`config.mk`:
```
export PLATFORM = sky130hd
export DESIGN_NAME = callback_timing_deadline_monitor
export DESIGN_NICKNAME = d
export VERILOG_FILES = /design/src/rtl/core/cbtdm_pkg.sv /design/src/rtl/core/cbtdm_ctrl.sv /design/src/rtl/core/cbtdm_dp.sv /design/src/rtl/core/callback_timing_deadline_monitor.sv
export SDC_FILE = /design/constraint.sdc
export NUM_CORES = 2
export LEC_CHECK = 0
export ABC_AREA = 1
export ABC_CLOCK_PERIOD_IN_PS = 11300
export BUFFER_PORTS_ARGS = -buffer_cell sky130_fd_sc_hd__buf_4
export CORE_MARGIN = 2
export CORE_UTILIZATION = 55
export DETAILED_ROUTE_END_ITERATION = 12
export PLACE_DENSITY_LB_ADDON = 0.05
export SYNTH_ARGS = -nofsm -noshare
export SYNTH_HDL_FRONTEND = slang
export SYNTH_HIERARCHICAL = 1
export SYNTH_SLANG_ARGS = --single-unit
```
`constraint.sdc`:
```
create_clock -name clk -period 11.3 [get_ports clk]
set_clock_uncertainty 0.2 [all_clocks]
set_input_delay 2.26 -clock clk [delete_from_list [all_inputs] [get_ports clk]]
set_output_delay 2.26 -clock clk [all_outputs]
set_load 0.01 [all_outputs]
```
`src/rtl/core/cbtdm_pkg.sv`:
```
package cbtdm_pkg;

	localparam int TS_W       = 64;
	localparam int CNT_W      = 32;
	localparam int FRAMES_W   = 16;
	localparam int RATE_W     = 20;
	localparam int CFG_IDX_W  = 2;
	localparam int CFG_DATA_W = 20;

	localparam int NS_W = 30;
	localparam logic [NS_W-1:0] NS_PER_SECOND = 30'd1000000000;

	// frames * 1e9 and the quotient both fit here
	localparam int PROD_W    = FRAMES_W + NS_W;
	localparam int THR_W     = PROD_W + 1;
	localparam int DIV_CNT_W = $clog2(PROD_W);

	localparam logic [CFG_IDX_W-1:0] REG_FRAMES = 2'd0;
	localparam logic [CFG_IDX_W-1:0] REG_RATE   = 2'd1;

	localparam logic [FRAMES_W-1:0] FRAMES_RST = 16'd256;
	localparam logic [RATE_W-1:0]   RATE_RST   = 20'd48000;
	localparam logic [CNT_W-1:0]    CNT_MAX    = '1;

	typedef enum logic [2:0] {
		ST_IDLE,
		ST_PREP,
		ST_DIV,
		ST_THRESH,
		ST_UPDATE
	} state_t;

	typedef struct packed {
		logic capture;
		logic prep;
		logic div_step;
		logic thresh;
		logic update;
	} cmd_t;

	typedef struct packed {
		logic div_last;
	} sts_t;

endpackage

```
`src/rtl/core/cbtdm_ctrl.sv`:
```
module cbtdm_ctrl import cbtdm_pkg::*; (
	input  logic clk,
	input  logic arst_n,
	input  logic in_valid,
	output logic in_ready,
	output logic out_valid,
	input  logic out_ready,
	input  sts_t sts,
	output cmd_t cmd
);

	state_t state_q, state_d;
	logic   out_valid_q, out_valid_d;

	always_ff @(posedge clk or negedge arst_n) begin
		if (!arst_n) begin
			state_q     <= ST_IDLE;
			out_valid_q <= 1'b0;
		end else begin
			state_q     <= state_d;
			out_valid_q <= out_valid_d;
		end
	end

	always_comb begin
		state_d     = state_q;
		out_valid_d = out_valid_q && !out_ready;
		cmd         = '0;
		in_ready    = 1'b0;
		case (state_q)
			ST_IDLE: begin
				in_ready = 1'b1;
				if (in_valid) begin
					cmd.capture = 1'b1;
					state_d     = ST_PREP;
				end
			end
			ST_PREP: begin
				cmd.prep = 1'b1;
				state_d  = ST_DIV;
			end
			ST_DIV: begin
				cmd.div_step = 1'b1;
				if (sts.div_last) begin
					state_d = ST_THRESH;
				end
			end
			ST_THRESH: begin
				cmd.thresh = 1'b1;
				state_d    = ST_UPDATE;
			end
			ST_UPDATE: begin
				// statistics double as the result, so wait for the slot to drain
				if (!out_valid_q || out_ready) begin
					cmd.update  = 1'b1;
					out_valid_d = 1'b1;
					state_d     = ST_IDLE;
				end
			end
			default: begin
				state_d = ST_IDLE;
			end
		endcase
	end

	assign out_valid = out_valid_q;

endmodule

```
`src/rtl/core/cbtdm_dp.sv`:
```
module cbtdm_dp import cbtdm_pkg::*; (
	input  logic                  clk,
	input  logic                  arst_n,
	input  cmd_t                  cmd,
	output sts_t                  sts,
	input  logic                  cfg_we,
	input  logic [CFG_IDX_W-1:0]  cfg_index,
	input  logic [CFG_DATA_W-1:0] cfg_data,
	input  logic [TS_W-1:0]       start_time,
	input  logic [TS_W-1:0]       finish_time,
	output logic [CNT_W-1:0]      event_count,
	output logic [CNT_W-1:0]      miss_count,
	output logic [TS_W-1:0]       longest_gap,
	output logic [TS_W-1:0]       longest_busy
);

	logic [FRAMES_W-1:0]  frames_q;
	logic [RATE_W-1:0]    rate_q;
	logic [TS_W-1:0]      start_q, finish_q;
	logic [TS_W-1:0]      gap_q, busy_q;
	logic                 gap_ok_q, busy_ok_q;
	logic [PROD_W-1:0]    quot_q;
	logic [RATE_W-1:0]    rem_q;
	logic [DIV_CNT_W-1:0] cnt_q;
	logic [THR_W-1:0]     thresh_q;
	logic [TS_W-1:0]      last_q, gap_peak_q, busy_peak_q;
	logic [CNT_W-1:0]     events_q, misses_q;

	logic [PROD_W-1:0] prod_c;
	logic [RATE_W:0]   trial_c, diff_c;
	logic              ge_c, miss_c;

	always_comb begin
		prod_c  = PROD_W'(frames_q) * PROD_W'(NS_PER_SECOND);
		trial_c = {rem_q, quot_q[PROD_W-1]};
		diff_c  = trial_c - {1'b0, rate_q};
		ge_c    = trial_c >= {1'b0, rate_q};
		miss_c  = gap_ok_q && (rate_q != '0)
			&& (gap_q > {{(TS_W-THR_W){1'b0}}, thresh_q});
	end

	assign sts.div_last = (cnt_q == DIV_CNT_W'(PROD_W - 1));

	always_ff @(posedge clk or negedge arst_n) begin
		if (!arst_n) begin
			frames_q <= FRAMES_RST;
			rate_q   <= RATE_RST;
		end else if (cfg_we) begin
			case (cfg_index)
				REG_FRAMES: frames_q <= cfg_data[FRAMES_W-1:0];
				REG_RATE:   rate_q   <= cfg_data[RATE_W-1:0];
				default: begin
				end
			endcase
		end
	end

	// work registers, no reset needed
	always_ff @(posedge clk) begin
		if (cmd.capture) begin
			start_q  <= start_time;
			finish_q <= finish_time;
		end
		if (cmd.prep) begin
			gap_q     <= start_q - last_q;
			gap_ok_q  <= (last_q != '0) && (start_q >= last_q);
			busy_q    <= finish_q - start_q;
			busy_ok_q <= finish_q >= start_q;
			quot_q    <= prod_c;
			rem_q     <= '0;
			cnt_q     <= '0;
		end
		// restoring division, one quotient bit per cycle
		if (cmd.div_step) begin
			rem_q  <= ge_c ? diff_c[RATE_W-1:0] : trial_c[RATE_W-1:0];
			quot_q <= {quot_q[PROD_W-2:0], ge_c};
			cnt_q  <= cnt_q + 1'b1;
		end
		if (cmd.thresh) begin
			thresh_q <= {1'b0, quot_q} + THR_W'(quot_q >> 1);
		end
	end

	always_ff @(posedge clk or negedge arst_n) begin
		if (!arst_n) begin
			last_q      <= '0;
			events_q    <= '0;
			misses_q    <= '0;
			gap_peak_q  <= '0;
			busy_peak_q <= '0;
		end else if (cmd.update) begin
			last_q <= start_q;
			if (events_q != CNT_MAX) begin
				events_q <= events_q + 1'b1;
			end
			if (miss_c && (misses_q != CNT_MAX)) begin
				misses_q <= misses_q + 1'b1;
			end
			if (gap_ok_q && (gap_q > gap_peak_q)) begin
				gap_peak_q <= gap_q;
			end
			if (busy_ok_q && (busy_q > busy_peak_q)) begin
				busy_peak_q <= busy_q;
			end
		end
	end

	assign event_count  = events_q;
	assign miss_count   = misses_q;
	assign longest_gap  = gap_peak_q;
	assign longest_busy = busy_peak_q;

endmodule

```
`src/rtl/core/callback_timing_deadline_monitor.sv`:
```
// Channel  | Handshake            | Payload
// ---------+----------------------+-------------------------------------------------
// input    | in_valid / in_ready  | start_time[63:0], finish_time[63:0]
// result   | out_valid/ out_ready | event_count, miss_count, longest_gap, longest_busy
// config   | cfg_valid/ cfg_ready | cfg_index[1:0], cfg_data[19:0]
//
// Each event passes from input transfer to result through these steps: capture, prepare,
// 46 steps of the bit-serial period divider, threshold, update.
// One event is in flight at a time; the next input is taken once the result is loaded.
// A result held by out_ready low stalls the update step and nothing earlier.
// Reset clears all statistics; frames_per_event resets to 256, sample_rate_hz to 48000.
module callback_timing_deadline_monitor import cbtdm_pkg::*; (
	input  logic                  clk,
	input  logic                  arst_n,
	input  logic                  in_valid,
	output logic                  in_ready,
	input  logic [TS_W-1:0]       start_time,
	input  logic [TS_W-1:0]       finish_time,
	output logic                  out_valid,
	input  logic                  out_ready,
	output logic [CNT_W-1:0]      event_count,
	output logic [CNT_W-1:0]      miss_count,
	output logic [TS_W-1:0]       longest_gap,
	output logic [TS_W-1:0]       longest_busy,
	input  logic                  cfg_valid,
	output logic                  cfg_ready,
	input  logic [CFG_IDX_W-1:0]  cfg_index,
	input  logic [CFG_DATA_W-1:0] cfg_data
);

	cmd_t cmd;
	sts_t sts;

	assign cfg_ready = 1'b1;

	cbtdm_ctrl u_ctrl (
		.clk       (clk),
		.arst_n    (arst_n),
		.in_valid  (in_valid),
		.in_ready  (in_ready),
		.out_valid (out_valid),
		.out_ready (out_ready),
		.sts       (sts),
		.cmd       (cmd)
	);

	cbtdm_dp u_dp (
		.clk          (clk),
		.arst_n       (arst_n),
		.cmd          (cmd),
		.sts          (sts),
		.cfg_we       (cfg_valid && cfg_ready),
		.cfg_index    (cfg_index),
		.cfg_data     (cfg_data),
		.start_time   (start_time),
		.finish_time  (finish_time),
		.event_count  (event_count),
		.miss_count   (miss_count),
		.longest_gap  (longest_gap),
		.longest_busy (longest_busy)
	);

endmodule

```
==> flow_metrics.env <==
export IMPL_worst_setup_path_end_kind="flop"
export IMPL_gr_total_overflow=0
export IMPL_crit_path_max_incr_delay_ps=600
export IMPL_drive_gt1_frac=0.0770
export IMPL_crit_path_start_kind="flop"
export IMPL_cts_resized=0
export IMPL_tightestPinTransition_ps=1220
export IMPL_max_freq_ghz=0.163
export IMPL_vias=45600
export IMPL_synthToLayoutAreaGrowth_pct=12.6
export IMPL_first_pass_iters=6
export IMPL_cts_path_max_buffers=3
export IMPL_cts_buffers=77
export IMPL_hold_viol=0
export IMPL_routed_wl_um=165000
export IMPL_finalMaxSlewViolations=0
export IMPL_avgSynthCellArea_um2=7.80
export IMPL_core_area_um2=93200
export IMPL_status="complete, no violations"
export IMPL_die_h_um=310
export IMPL_grt_pass1_wl_um=248000
export IMPL_first_iter_violations=4467
export IMPL_post_route_min_period_ps=6120
export IMPL_synthSimpleGateAreaFrac=0.238
export IMPL_path_buf_inv=8
export IMPL_path_max_fanout=9
export IMPL_wl_per_cell_um=19.9
export IMPL_muxShareOfSynthArea=0
export IMPL_drc=0
export IMPL_synthAdderAreaFrac=0.178
export IMPL_cpMostUsedCell="inv_1"
export IMPL_r2r_slack_ps=5180
export IMPL_rsz0062_at_grt="false"
export IMPL_finalSetupTns_ps=0
export IMPL_worstPathCellList="inv_1 > ha_1 > inv_1 > fa_1 > inv_1 > fa_1 > inv_1 > fa_1 > fa_1 > inv_1 > fa_1 > inv_1 > ha_1 > nand2_1 > inv_1 > nand2_1 > inv_1 > nand2_1 > o21ai_0 > nand3_1 > nand2_1 > nand2_1 > nand3_1 > nand2_1"
export IMPL_critPathKind="flop to flop"
export IMPL_synth_edf_count=377
export IMPL_crit_path_top_delay_cell="dfrtp_1"
export IMPL_syn_num_nets=7428
export IMPL_initial_utilization=0.554
export IMPL_reg2reg_depth=24
export IMPL_cts_max_level=3
export IMPL_cts_hold_buf=0
export IMPL_synth_compound_area_frac=0.0917
export IMPL_r2r_end="u_dp/quot_q[37]"
export IMPL_synth_top_family_by_area="simple AND/OR/NAND/NOR gates"
export IMPL_crit_arrival_ps=6320
export IMPL_rows=112
export IMPL_yosys_area_share_xor_xnor=0.0351
export IMPL_syn_cell_area_um2=51600
export IMPL_grt_max_degree=82
export IMPL_ys_async_sr_fraction=0.440
export IMPL_routabilityCongestion=1.02
export IMPL_syn_instance_count=6616
export IMPL_yosys_warnings=6
export IMPL_ys_seq_area_frac=0.363
export IMPL_yosys_register_bits=673
export IMPL_ys_flop_type="edfxtp_1"
export IMPL_via_per_inst=5.49
export IMPL_insertion_delay_ps=670
export IMPL_cts_setup_buffers=0
export IMPL_hold_path_startpoint="u_dp/rate_q[3]"
export IMPL_dieArea_um2=96300
export IMPL_synthDistinctLibCells=49
export IMPL_final_cell_mix="1595 x nand2_1, 1145 x inv_1, 675 x nor2_1, 525 x ha_1, 394 x a21oi_1"
export IMPL_post_route_period_util=0.542
export IMPL_cts_sinks=673
export IMPL_clk_pin_slew_worst_paths_ps=60
export IMPL_cp_required_ps=11500
export IMPL_maxCapViolations=0
export IMPL_grt_usage=0.337
export IMPL_final_nets=7784
export IMPL_relSlewSlack=0.189
export IMPL_whs_path_depth=2
export IMPL_cts_root_buf="clkbuf_16"
export IMPL_whs_endpoint="u_dp/rate_q[3]"
export IMPL_final_common_cell="nand2_1"
export IMPL_ant_nets=0
export IMPL_hp_class="flop to flop"
export IMPL_rr_startpoint="u_dp/frames_q[5]"
export IMPL_grt_pass1_vias=43000
export IMPL_cts_tree="yes"
export IMPL_cpLargestDelayFamily="adder cells"
export IMPL_finalSetupViolations=0
export IMPL_pin_count=350
export IMPL_die_w_um=310
export IMPL_dp_hpwl_um=134000
export IMPL_portBuffers=348
export IMPL_antenna_found_initial=37
stage by stage:
stage	instance area (µm²)	setup slack (ps)	hold WS, ps	util	std cells
CTS	58100	5220	288	0.624	8290
global placement	55500	5230	272	0.596	8147
finish	58100	5180	287	0.624	8301
detailed placement	55500	5210	274	0.596	8147
floorplan	51600	3200	253	-	6616
global route	58100	4810	311	0.624	8297
worst max-delay path by stage:
stage / startpoint / end / slack (ps) / cells after the start
5_1_grt: u_dp/frames_q[5] / u_dp/quot_q[37] / 4810 / 24
2_1_floorplan: u_ctrl/state_q[2] / u_dp/cnt_q[0] / 3200 / 4
3_5_place_dp: u_dp/frames_q[5] / u_dp/quot_q[37] / 5210 / 24
6_report: u_dp/frames_q[5] / u_dp/quot_q[37] / 5180 / 24
3_3_place_gp: u_dp/frames_q[5] / u_dp/quot_q[37] / 5230 / 24
4_1_cts: u_dp/frames_q[5] / u_dp/quot_q[37] / 5220 / 24
worst register-to-register path, cell delays in order, from the launching register on:
cell and delay [ps]:
dfrtp_1 600, inv_1 150, ha_1 350, inv_1 120, fa_1 550, inv_1 50
fa_1 490, inv_1 50, fa_1 470, fa_1 550, inv_1 50, fa_1 530
inv_1 40, ha_1 330, nand2_1 80, inv_1 100, nand2_1 100, inv_1 80
nand2_1 50, o21ai_0 470, nand3_1 190, nand2_1 110, nand2_1 60, nand3_1 70
nand2_1 50
cell usage after synthesis (all sizes together), types with 5 or more instances:
cell	number	area, µm²
a21boi	10	75.1
a21o	27	203
a21oi	395	1980
a31oi	20	125
and3	5	31.3
buf	58	379
clkbuf	38	143
dfrtp	288	7210
dfstp	8	210
edfxtp	377	11300
fa	132	2640
ha	525	6570
inv	1147	4310
nand2	1601	6020
nand3	357	1810
nand3b	23	173
nand4	130	813
nor2	683	2580
nor3	84	450
nor4	46	288
o211ai	8	60.1
o21a	20	150
o21ai	365	1840
o21bai	35	263
or2	13	81.3
xnor2	55	482
xor2	152	1330
logic make-up after synthesis:
kind of cell | count (synthesis)
buf+inv | 1243
simple gates | 2949
flops | 673
fa+ha+maj | 657
xor+xnor | 207
other cells | 1
compound gates | 886
registers in the layout, summed over array words and instances, names as in the netlist, 20 cells and up:
name               count
u_dp/busy_q           64
u_dp/miss_count       32
u_dp/longest_busy     64
u_dp/longest_gap      64
u_dp/start_q          64
u_dp/finish_q         64
u_dp/gap_q            64
u_dp/event_count      32
u_dp/quot_q           46
u_dp/rate_q           20
u_dp/rem_q            20
u_dp/last_q           64
u_dp/thresh_q         47
routing by layer:
| metal | track usage | wire length (µm) | vias up |
|---|---|---|---|
| met3 | 0.0758 | 13400 | 303 |
| met2 | 0.552 | 77200 | 1600 |
| met4 | 0.0983 | 4820 | 52 |
| met5 | 0 | 345 | - |
| li1 | - | - | 22200 |
| met1 | 0.448 | 69300 | 21400 |
final cells by class:
type | instances | area [µm²]
diodes | 11 | 27.5
clock buffers | 106 | 2200
clock inverters | 37 | 372
fillers | 8477 | 35000
inverters | 1147 | 4310
multi-input cells | 4700 | 28100
flip-flops and latches | 673 | 18700
well taps | 1254 | 1570
repair buffers | 373 | 2810
Power is not shown: default switching activity piles up to over one toggle a cycle in this logic, so the estimate is an artifact.
